**config.mk**
```make
export PLATFORM = sky130hd
export DESIGN_NAME = mcef_event
export DESIGN_NICKNAME = d
export VERILOG_FILES = /design/src/sv/mcef_pkg.sv /design/src/sv/mcef_event.sv
export SDC_FILE = /design/constraint.sdc
export NUM_CORES = 1
export LEC_CHECK = 0
export BUFFER_PORTS_ARGS = -buffer_cell sky130_fd_sc_hd__buf_2
export CORE_UTILIZATION = 45
export CTS_BUF_LIST = sky130_fd_sc_hd__clkbuf_16
export CTS_CLUSTER_SIZE = 30
export DETAILED_ROUTE_END_ITERATION = 12
export GPL_ROUTABILITY_DRIVEN = 0
export SYNTH_ARGS = -nofsm -noshare
export SYNTH_HDL_FRONTEND = slang
export SYNTH_SLANG_ARGS = --single-unit
```
**constraint.sdc**
```tcl
create_clock -name clk -period 3.5 [get_ports clk]
set_clock_uncertainty 0.15 [all_clocks]
set_input_delay 0.35 -clock clk [delete_from_list [all_inputs] [get_ports clk]]
set_output_delay 0.35 -clock clk [all_outputs]
set_load 0.01 [all_outputs]
```
**src/sv/mcef_pkg.sv**
```systemverilog
package mcef_pkg;

	// Channel count and derived sizes
	localparam int CHANNELS   = 16;
	localparam int CH_W       = (CHANNELS > 1) ? $clog2(CHANNELS) : 1;
	localparam int CTL_W      = 7;
	localparam int CTL_COLS   = 1 << CTL_W;
	localparam int ADDR_W     = CH_W + CTL_W;
	localparam int CTL_DEPTH  = CHANNELS * CTL_COLS;
	localparam int CLR_W      = $clog2(CTL_DEPTH + 1);

	// Configuration port
	localparam int CFG_IDX_W  = 2;
	localparam int CFG_DATA_W = 16;
	localparam logic [CFG_IDX_W-1:0] CFG_MUTE  = 2'd0;
	localparam logic [CFG_IDX_W-1:0] CFG_SOLO  = 2'd1;
	localparam logic [CFG_IDX_W-1:0] CFG_SYSEX = 2'd2;

	// Status types (high nibble)
	localparam logic [3:0] TYPE_NOTE_OFF = 4'h8;
	localparam logic [3:0] TYPE_NOTE_ON  = 4'h9;
	localparam logic [3:0] TYPE_CTL      = 4'hB;
	localparam logic [3:0] TYPE_PROGRAM  = 4'hC;
	localparam logic [3:0] TYPE_WHEEL    = 4'hE;
	localparam logic [3:0] TYPE_SYSTEM   = 4'hF;

	// System sub-codes (low nibble)
	localparam logic [3:0] SYS_SYSEX_F0  = 4'h0;
	localparam logic [3:0] SYS_SYSEX_F7  = 4'h7;
	localparam logic [3:0] SYS_META      = 4'hF;

	// Meta types
	localparam logic [7:0] META_TEMPO    = 8'h51;
	localparam logic [7:0] META_TIME_SIG = 8'h58;
	localparam logic [7:0] META_KEY_SIG  = 8'h59;
	localparam logic [7:0] KEY_SIG_LEN   = 8'd2;

	// Controllers of interest
	localparam logic [7:0] CC_RPN_SELECT = 8'd100;
	localparam logic [7:0] CC_DATA_ENTRY = 8'd6;
	localparam logic [7:0] RPN_BEND      = 8'd0;
	localparam logic [7:0] PROGRAM_IDX   = 8'd128;
	localparam logic [7:0] UNSET_BYTE    = 8'hFF;

	// Reset values
	localparam logic [23:0] TEMPO_RESET  = 24'h07A120;
	localparam logic [7:0]  TS_NUM_RESET = 8'd4;
	localparam logic [7:0]  TS_EXP_RESET = 8'd2;
	localparam logic [15:0] KEY_RESET    = 16'd0;
	localparam logic [6:0]  RANGE_RESET  = 7'd2;
	localparam logic [13:0] BEND_CENTRE  = 14'h2000;

	typedef struct packed {
		logic        action;
		logic [7:0]  status;
		logic [7:0]  data1;
		logic [6:0]  data2;
		logic [7:0]  meta_length;
		logic [7:0]  meta_byte0;
		logic [7:0]  meta_byte1;
		logic [7:0]  meta_byte2;
		logic [3:0]  query_channel;
		logic [7:0]  query_index;
	} ev_req_t;

	typedef struct packed {
		logic        forward;
		logic        rpn_send;
		logic [13:0] rpn_value;
		logic        sysex_forward;
		logic [7:0]  state_value;
		logic [13:0] bend_value;
		logic [6:0]  bend_range;
		logic [23:0] tempo;
		logic [7:0]  ts_numerator;
		logic [7:0]  ts_denominator_exp;
		logic [15:0] key_signature;
	} ev_res_t;

	// Access to the controller table
	typedef struct packed {
		logic              wr;
		logic [ADDR_W-1:0] wr_addr;
		logic [7:0]        wr_data;
		logic              rd;
		logic [ADDR_W-1:0] rd_addr;
	} tbl_req_t;

endpackage

```
**src/sv/mcef_event.sv**
```systemverilog
module mcef_event (
	input  logic                                 clk,
	input  logic                                 arst_n,
	input  mcef_pkg::ev_req_t                    req,
	input  logic                                 fire,
	input  logic                                 cfg_we,
	input  logic [mcef_pkg::CFG_IDX_W-1:0]       cfg_index,
	input  logic [mcef_pkg::CFG_DATA_W-1:0]      cfg_wdata,
	output mcef_pkg::ev_res_t                    res,
	output logic                                 use_table,
	output mcef_pkg::tbl_req_t                   tbl
);
	import mcef_pkg::*;

	localparam logic [4:0] CH_LIMIT = 5'(CHANNELS);

	// Configuration
	logic [15:0] mute_q;
	logic [15:0] solo_q;
	logic        sysex_q;

	// Global meta state
	logic [23:0] tempo_q;
	logic [7:0]  ts_num_q;
	logic [7:0]  ts_exp_q;
	logic [15:0] key_q;

	// Per-channel state
	logic [6:0]  range_q [CHANNELS];
	logic [13:0] bend_q  [CHANNELS];
	logic [7:0]  rsel_q  [CHANNELS];
	logic [7:0]  rdat_q  [CHANNELS];
	logic [7:0]  prog_q  [CHANNELS];

	logic [3:0]      ev_type;
	logic [3:0]      ev_ch;
	logic            tracked;
	logic            q_tracked;
	logic [CH_W-1:0] ci;
	logic [CH_W-1:0] qi;
	logic [7:0]      sel_new;
	logic [7:0]      dat_new;
	logic            rpn_done;
	logic            is_event;
	logic            cc_upd;
	logic            prog_upd;
	logic            wheel_upd;
	logic            meta_ev;
	logic [13:0]     wheel_val;
	logic [23:0]     tempo_d;
	logic [7:0]      ts_num_d;
	logic [7:0]      ts_exp_d;
	logic [15:0]     key_d;

	// Decode the request and build the result
	always_comb begin
		ev_type   = req.status[7:4];
		ev_ch     = req.status[3:0];
		tracked   = ({1'b0, ev_ch} < CH_LIMIT);
		q_tracked = ({1'b0, req.query_channel} < CH_LIMIT);
		ci        = ev_ch[CH_W-1:0];
		qi        = req.query_channel[CH_W-1:0];
		is_event  = !req.action;

		// RPN select / data entry after this controller
		sel_new  = (req.data1 == CC_RPN_SELECT) ? {1'b0, req.data2} : rsel_q[ci];
		dat_new  = (req.data1 == CC_DATA_ENTRY) ? {1'b0, req.data2} : rdat_q[ci];
		rpn_done = (sel_new != UNSET_BYTE) && (dat_new != UNSET_BYTE);

		wheel_val = {req.data2, 7'b0} | {6'b0, req.data1};

		cc_upd    = is_event && (ev_type == TYPE_CTL) && tracked;
		prog_upd  = is_event && (ev_type == TYPE_PROGRAM) && tracked;
		wheel_upd = is_event && (ev_type == TYPE_WHEEL) && tracked;
		meta_ev   = is_event && (ev_type == TYPE_SYSTEM) && (ev_ch == SYS_META);

		// Meta updates
		tempo_d  = tempo_q;
		ts_num_d = ts_num_q;
		ts_exp_d = ts_exp_q;
		key_d    = key_q;
		if (meta_ev) begin
			if (req.data1 == META_TEMPO) begin
				tempo_d = {req.meta_byte0, req.meta_byte1, req.meta_byte2};
			end else if (req.data1 == META_TIME_SIG) begin
				ts_num_d = req.meta_byte0;
				ts_exp_d = req.meta_byte1;
			end else if (req.data1 == META_KEY_SIG && req.meta_length == KEY_SIG_LEN) begin
				key_d = {req.meta_byte0, req.meta_byte1};
			end
		end

		res       = '0;
		use_table = 1'b0;

		if (req.action) begin
			// Query: program from flops, controllers from the table
			if (q_tracked) begin
				res.bend_value = bend_q[qi];
				res.bend_range = range_q[qi];
				if (req.query_index == PROGRAM_IDX) begin
					res.state_value = prog_q[qi];
				end else if (!req.query_index[7]) begin
					use_table = 1'b1;
				end
			end
		end else begin
			case (ev_type)
				TYPE_NOTE_OFF, TYPE_PROGRAM, TYPE_WHEEL: res.forward = 1'b1;
				TYPE_NOTE_ON: begin
					res.forward = (req.data2 == 7'd0) ||
						(!mute_q[ev_ch] && (solo_q == 16'd0 || solo_q[ev_ch]));
				end
				TYPE_CTL: begin
					res.forward = 1'b1;
					if (tracked && rpn_done && sel_new == RPN_BEND) begin
						res.rpn_send  = 1'b1;
						res.rpn_value = {dat_new[6:0], 7'b0};
					end
				end
				TYPE_SYSTEM: begin
					res.sysex_forward = sysex_q &&
						(ev_ch == SYS_SYSEX_F0 || ev_ch == SYS_SYSEX_F7);
				end
				default: res.forward = 1'b0;
			endcase
		end

		res.tempo              = tempo_d;
		res.ts_numerator       = ts_num_d;
		res.ts_denominator_exp = ts_exp_d;
		res.key_signature      = key_d;

		// Controller table access
		tbl.wr      = fire && cc_upd && !req.data1[7];
		tbl.wr_addr = {ci, req.data1[CTL_W-1:0]};
		tbl.wr_data = {1'b0, req.data2};
		tbl.rd      = fire && use_table;
		tbl.rd_addr = {qi, req.query_index[CTL_W-1:0]};
	end

	// Configuration writes
	always_ff @(posedge clk or negedge arst_n) begin
		if (!arst_n) begin
			mute_q  <= '0;
			solo_q  <= '0;
			sysex_q <= 1'b1;
		end else if (cfg_we) begin
			case (cfg_index)
				CFG_MUTE:  mute_q  <= cfg_wdata;
				CFG_SOLO:  solo_q  <= cfg_wdata;
				CFG_SYSEX: sysex_q <= cfg_wdata[0];
				default:   ;
			endcase
		end
	end

	// Per-channel and global state update on each accepted request
	always_ff @(posedge clk or negedge arst_n) begin
		if (!arst_n) begin
			for (int i = 0; i < CHANNELS; i++) begin
				range_q[i] <= RANGE_RESET;
				bend_q[i]  <= BEND_CENTRE;
				rsel_q[i]  <= UNSET_BYTE;
				rdat_q[i]  <= UNSET_BYTE;
				prog_q[i]  <= '0;
			end
			tempo_q  <= TEMPO_RESET;
			ts_num_q <= TS_NUM_RESET;
			ts_exp_q <= TS_EXP_RESET;
			key_q    <= KEY_RESET;
		end else if (fire) begin
			tempo_q  <= tempo_d;
			ts_num_q <= ts_num_d;
			ts_exp_q <= ts_exp_d;
			key_q    <= key_d;
			if (cc_upd) begin
				if (rpn_done) begin
					// Drop the pair once both halves are seen
					rsel_q[ci] <= UNSET_BYTE;
					rdat_q[ci] <= UNSET_BYTE;
					if (sel_new == RPN_BEND) begin
						range_q[ci] <= dat_new[6:0];
					end
				end else begin
					rsel_q[ci] <= sel_new;
					rdat_q[ci] <= dat_new;
				end
			end
			if (prog_upd) begin
				prog_q[ci] <= req.data1;
			end
			if (wheel_upd) begin
				bend_q[ci] <= wheel_val;
			end
		end
	end

endmodule

```
==> PnR_summary.wiki <==
{| class="wikitable"
! Metric !! Value
|-
| Detailed-route DRC error count || 0
|-
| Via count of the first global-routing pass || 25.6k
|-
| Clock transition at the register clock pins on the worst setup and hold paths after CTS || 0.06 ns
|-
| Fraction of registers with async set/reset || 1.00
|-
| Clock group share of total power || 0.437
|-
| MaxCap Viol Count || 0
|-
| Count of different cell masters after synthesis || 70
|-
| Overall die width || 294 um
|-
| Area share of the largest cell type after synthesis || 0.333
|-
| Vertical extent of the die || 294 um
|-
| Clock Tree Buf Depth || 3
|-
| Part of the total power dissipated in combinational logic || 0.077
|-
| Element type at the critical path start || flip-flop
|-
| Met1 demand-to-capacity share in global routing || 0.336
|-
| Clock tree from TritonCTS || done
|-
| Total overflow reported by the global router || 0
|-
| Worst-margin pin slew || 1.09 ns
|-
| Switching part of the total || 0.240
|-
| Number of antenna violations at the first check in global routing || 4
|-
| Initial cell density of the core || 0.457
|-
| Biggest area contributors in the synthesized netlist || sky130_fd_sc_hd__dfrtp_1 (33%), sky130_fd_sc_hd__dfstp_2 (20%), sky130_fd_sc_hd__mux2_2 (17%), sky130_fd_sc_hd__mux4_2 (11%), sky130_fd_sc_hd__o21ai_0 (2.8%)
|-
| Fmax || 0.294 GHz
|-
| Number of clock sinks seen by CTS || 809
|-
| Cell-internal power || 0.0156 W
|-
| Count of TritonRoute iterations in the first routing pass || 5
|-
| Highest net fanout along the worst path || 8
|-
| Setup crit end kind || primary output
|-
| Fin Hold WS || 0.0990 ns
|-
| Number of standard cells after synthesis || 2674
|-
| Number of enable flip-flop cells after synthesis || 0
|-
| Count of buffers from port buffering || 216
|-
| Average via count per standard cell || 5.70
|-
| Max IR drop VDD || 0.408 mV
|-
| Fraction of the cycle the final worst path needs || 0.970
|-
| Setup slack after placement || -0.109 ns
|-
| Net switching power || 0.00493 W
|-
| Iteration-0 DRC count of the detailed router || 1720
|-
| Placement row count || 106
|-
| Seq pwr share || 0.486
|-
| GR Layer Usage met2 || 0.381
|-
| Final nets || 3075
|-
| Synthesized area || 38400 sq um
|-
| Maximum number of pins on one net before global-route repair || 165
|-
| Antenna-violating nets left || 0
|-
| Total length of routed wires || 103000 um
|-
| Leading cell type by number of instances after synthesis || sky130_fd_sc_hd__mux2_2
|-
| Crit path kind || reg -> out
|-
| Area leader, netlist || sky130_fd_sc_hd__dfrtp_1
|-
| Sequential cell area fraction in the yosys report || 0.536
|-
| Result of the run || finished, final reports clean
|-
| Shortest clock period the worst path allows after layout || 3.40 ns
|-
| Fin cells || 4196
|-
| Global-route wire length before repair || 158000 um
|-
| Smallest setup slack after layout || 0.104 ns
|-
| Average footprint of a synthesized cell || 14.4 sq um
|-
| Commonest cells in the synthesized netlist || sky130_fd_sc_hd__mux2_2 (574), sky130_fd_sc_hd__dfrtp_1 (511), sky130_fd_sc_hd__dfstp_2 (298), sky130_fd_sc_hd__nand2_1 (272), sky130_fd_sc_hd__o21ai_0 (216)
|-
| Clk_lat worst skew || 0.65 ns
|-
| Clk Tree Root Cell || sky130_fd_sc_hd__clkbuf_16
|-
| I/O Pins || 225
|-
| Die footprint || 86600 sq um
|-
| Total count of hold-check failures in the final report || 0
|-
| Total CTS buffers || 89
|-
| Type of the worst min-delay path || in -> async
|-
| Syn. warnings || 0
|-
| Number of setup violations in the final report || 0
|-
| Relative max-transition margin || 0.273
|-
| Seq cells post-synth || 809
|-
| Global Route Usage Sum || 0.242
|-
| Core Footprint || 84100 sq um
|-
| Critical Path RT || 3.00 ns
|-
| Total count of max-transition violations in the final report || 0
|-
| GR peak layer || met2
|-
| Total number of vias || 23.9k
|-
| Arrival time worst endpoint || 2.90 ns
|-
| Met3 routing resource usage after global routing || 0.0486
|-
| Routed WL per cell || 24.5 um
|-
| HPWL after DPL || 67800 um
|-
| Power per cell area || 459 nW/um^2
|-
| Total leakage power || 20.6 nW
|-
| Number of inserted diodes || 0
|-
| H-tree depth || 3
|-
| Area Overhead vs Synth || 16.7%
|-
| Fraction of layout instances using a drive strength above 1 || 0.563
|-
| Placed cell count || 3981
|-
| Prevailing post-synth register cell || sky130_fd_sc_hd__dfrtp_1
|}
-- flip-flops by register name (all words and copies together), names as in the netlist --
| signal | flops |
|---|---|
| range_q | 112 |
| solo_q | 16 |
| key_q | 16 |
| ts_exp_q | 8 |
| mute_q | 16 |
| tempo_q | 24 |
| sysex_q | 1 |
| bend_q | 224 |
| prog_q | 128 |
| rdat_q | 128 |
| ts_num_q | 8 |
| rsel_q | 128 |
-- routing by layer --
metal  part of all wire  vias to the layer above  wire length [um]
met4              0.027                        2              2740
met5            0.00011                        -                11
met1               0.44                    12700             45200
li1                   -                    10400                 -
met3              0.061                      152              6260
met2               0.47                      691             48600
-- placed cells by master, fill, tap and decap left out, types with 14 or more instances in the layout --
cell type                       count
sky130_fd_sc_hd__buf_12            32
sky130_fd_sc_hd__and2_1            28
sky130_fd_sc_hd__a22oi_1           14
sky130_fd_sc_hd__buf_2            210
sky130_fd_sc_hd__inv_1             30
sky130_fd_sc_hd__mux2_2           574
sky130_fd_sc_hd__mux4_1            23
sky130_fd_sc_hd__nor2_1            20
sky130_fd_sc_hd__clkinv_2          16
sky130_fd_sc_hd__dfrtp_1          511
sky130_fd_sc_hd__nand3_1           30
sky130_fd_sc_hd__mux4_2           191
sky130_fd_sc_hd__buf_4            174
sky130_fd_sc_hd__mux2_4            63
sky130_fd_sc_hd__nand2_1          272
sky130_fd_sc_hd__o21ai_0          216
sky130_fd_sc_hd__nor2b_1           23
sky130_fd_sc_hd__dfstp_2          298
sky130_fd_sc_hd__dlygate4sd3_1     45
sky130_fd_sc_hd__clkinv_1          20
sky130_fd_sc_hd__clkbuf_16         90
-- stage by stage --
| stage | total power [W] | setup TNS (ns) | area, sq um | util |
|---|---|---|---|---|
| after floorplan | 0.0110 | 0 | 38500 | - |
| after global placement | 0.0116 | -0.864 | 41500 | 0.494 |
| after detailed placement | 0.0117 | -6.30 | 41500 | 0.494 |
| after CTS | 0.0208 | 0 | 44800 | 0.533 |
| after global routing | 0.0214 | -0.0142 | 44900 | 0.533 |
| final | 0.0206 | 0 | 44900 | 0.533 |
-- logic make-up after synthesis --
| family | count (synthesis) | share of synthesized area |
|---|---|---|
| muxes | 863 | 0.324 |
| DFF | 809 | 0.536 |
| other | 1 | 0.0000976 |
| AOI/OAI and AO/OA | 278 | 0.0409 |
| and+or+nand+nor | 467 | 0.0614 |
| buffers and inverters | 256 | 0.0370 |
-- power groups by stage --
stage	clock, W	sequential, W	combinational, W
2_1_floorplan	0	0.0101	0.000944
3_3_place_gp	0	0.0101	0.00151
3_5_place_dp	0	0.0101	0.00156
4_1_cts	0.00920	0.00999	0.00161
5_1_grt	0.00960	0.0100	0.00173
6_report	0.00899	0.00999	0.00159
-- path summary, 6_finish.rpt --
path | from | slack, ns | end | cells past startpoint
hold reg to reg | rdat_q[79] | 0.32 | rdat_q[79] | 2
setup reg to reg | rsel_q[6] | 0.32 | range_q[11] | 10
setup / recovery | rdat_q[101] | 0.10 | res[98] | 10
max in group asynchronous | arst_n | 1.92 | rsel_q[51] | 4
min in group clk | req[53] | 0.19 | prog_q[98] | 3
hold / removal | arst_n | 0.1 | range_q[65] | 2
-- layout make-up --
class,count,area (sq um)
fillers,6957,39200
flip-flops and latches,809,20600
multi-input cells,1616,16500
repair buffers,464,3490
clock buffers,90,2250
well taps,1134,1420
clock inverters,78,538
inverters,5,18.8
-- worst max-delay path, cell delays in order (launching register included) --
cell	delay [ns]
sky130_fd_sc_hd__dfstp_2	0.37
sky130_fd_sc_hd__mux4_2	0.48
sky130_fd_sc_hd__o22ai_1	0.31
sky130_fd_sc_hd__a211oi_2	0.08
sky130_fd_sc_hd__a21o_2	0.21
sky130_fd_sc_hd__nand3_2	0.13
sky130_fd_sc_hd__or2_2	0.17
sky130_fd_sc_hd__nand3_4	0.10
sky130_fd_sc_hd__buf_12	0.16
sky130_fd_sc_hd__nor2b_1	0.10
sky130_fd_sc_hd__buf_2	0.13
-- what timing repair did --
action                                  CTS  global route
pin swaps                                 3             4
setup buffers                             0             2
gates resized for setup                   7            10
hold buffers                             45             0
endpoints found under the setup margin    8             8
endpoints found under the hold margin   190             0
Power figures use the tool's default switching activity.
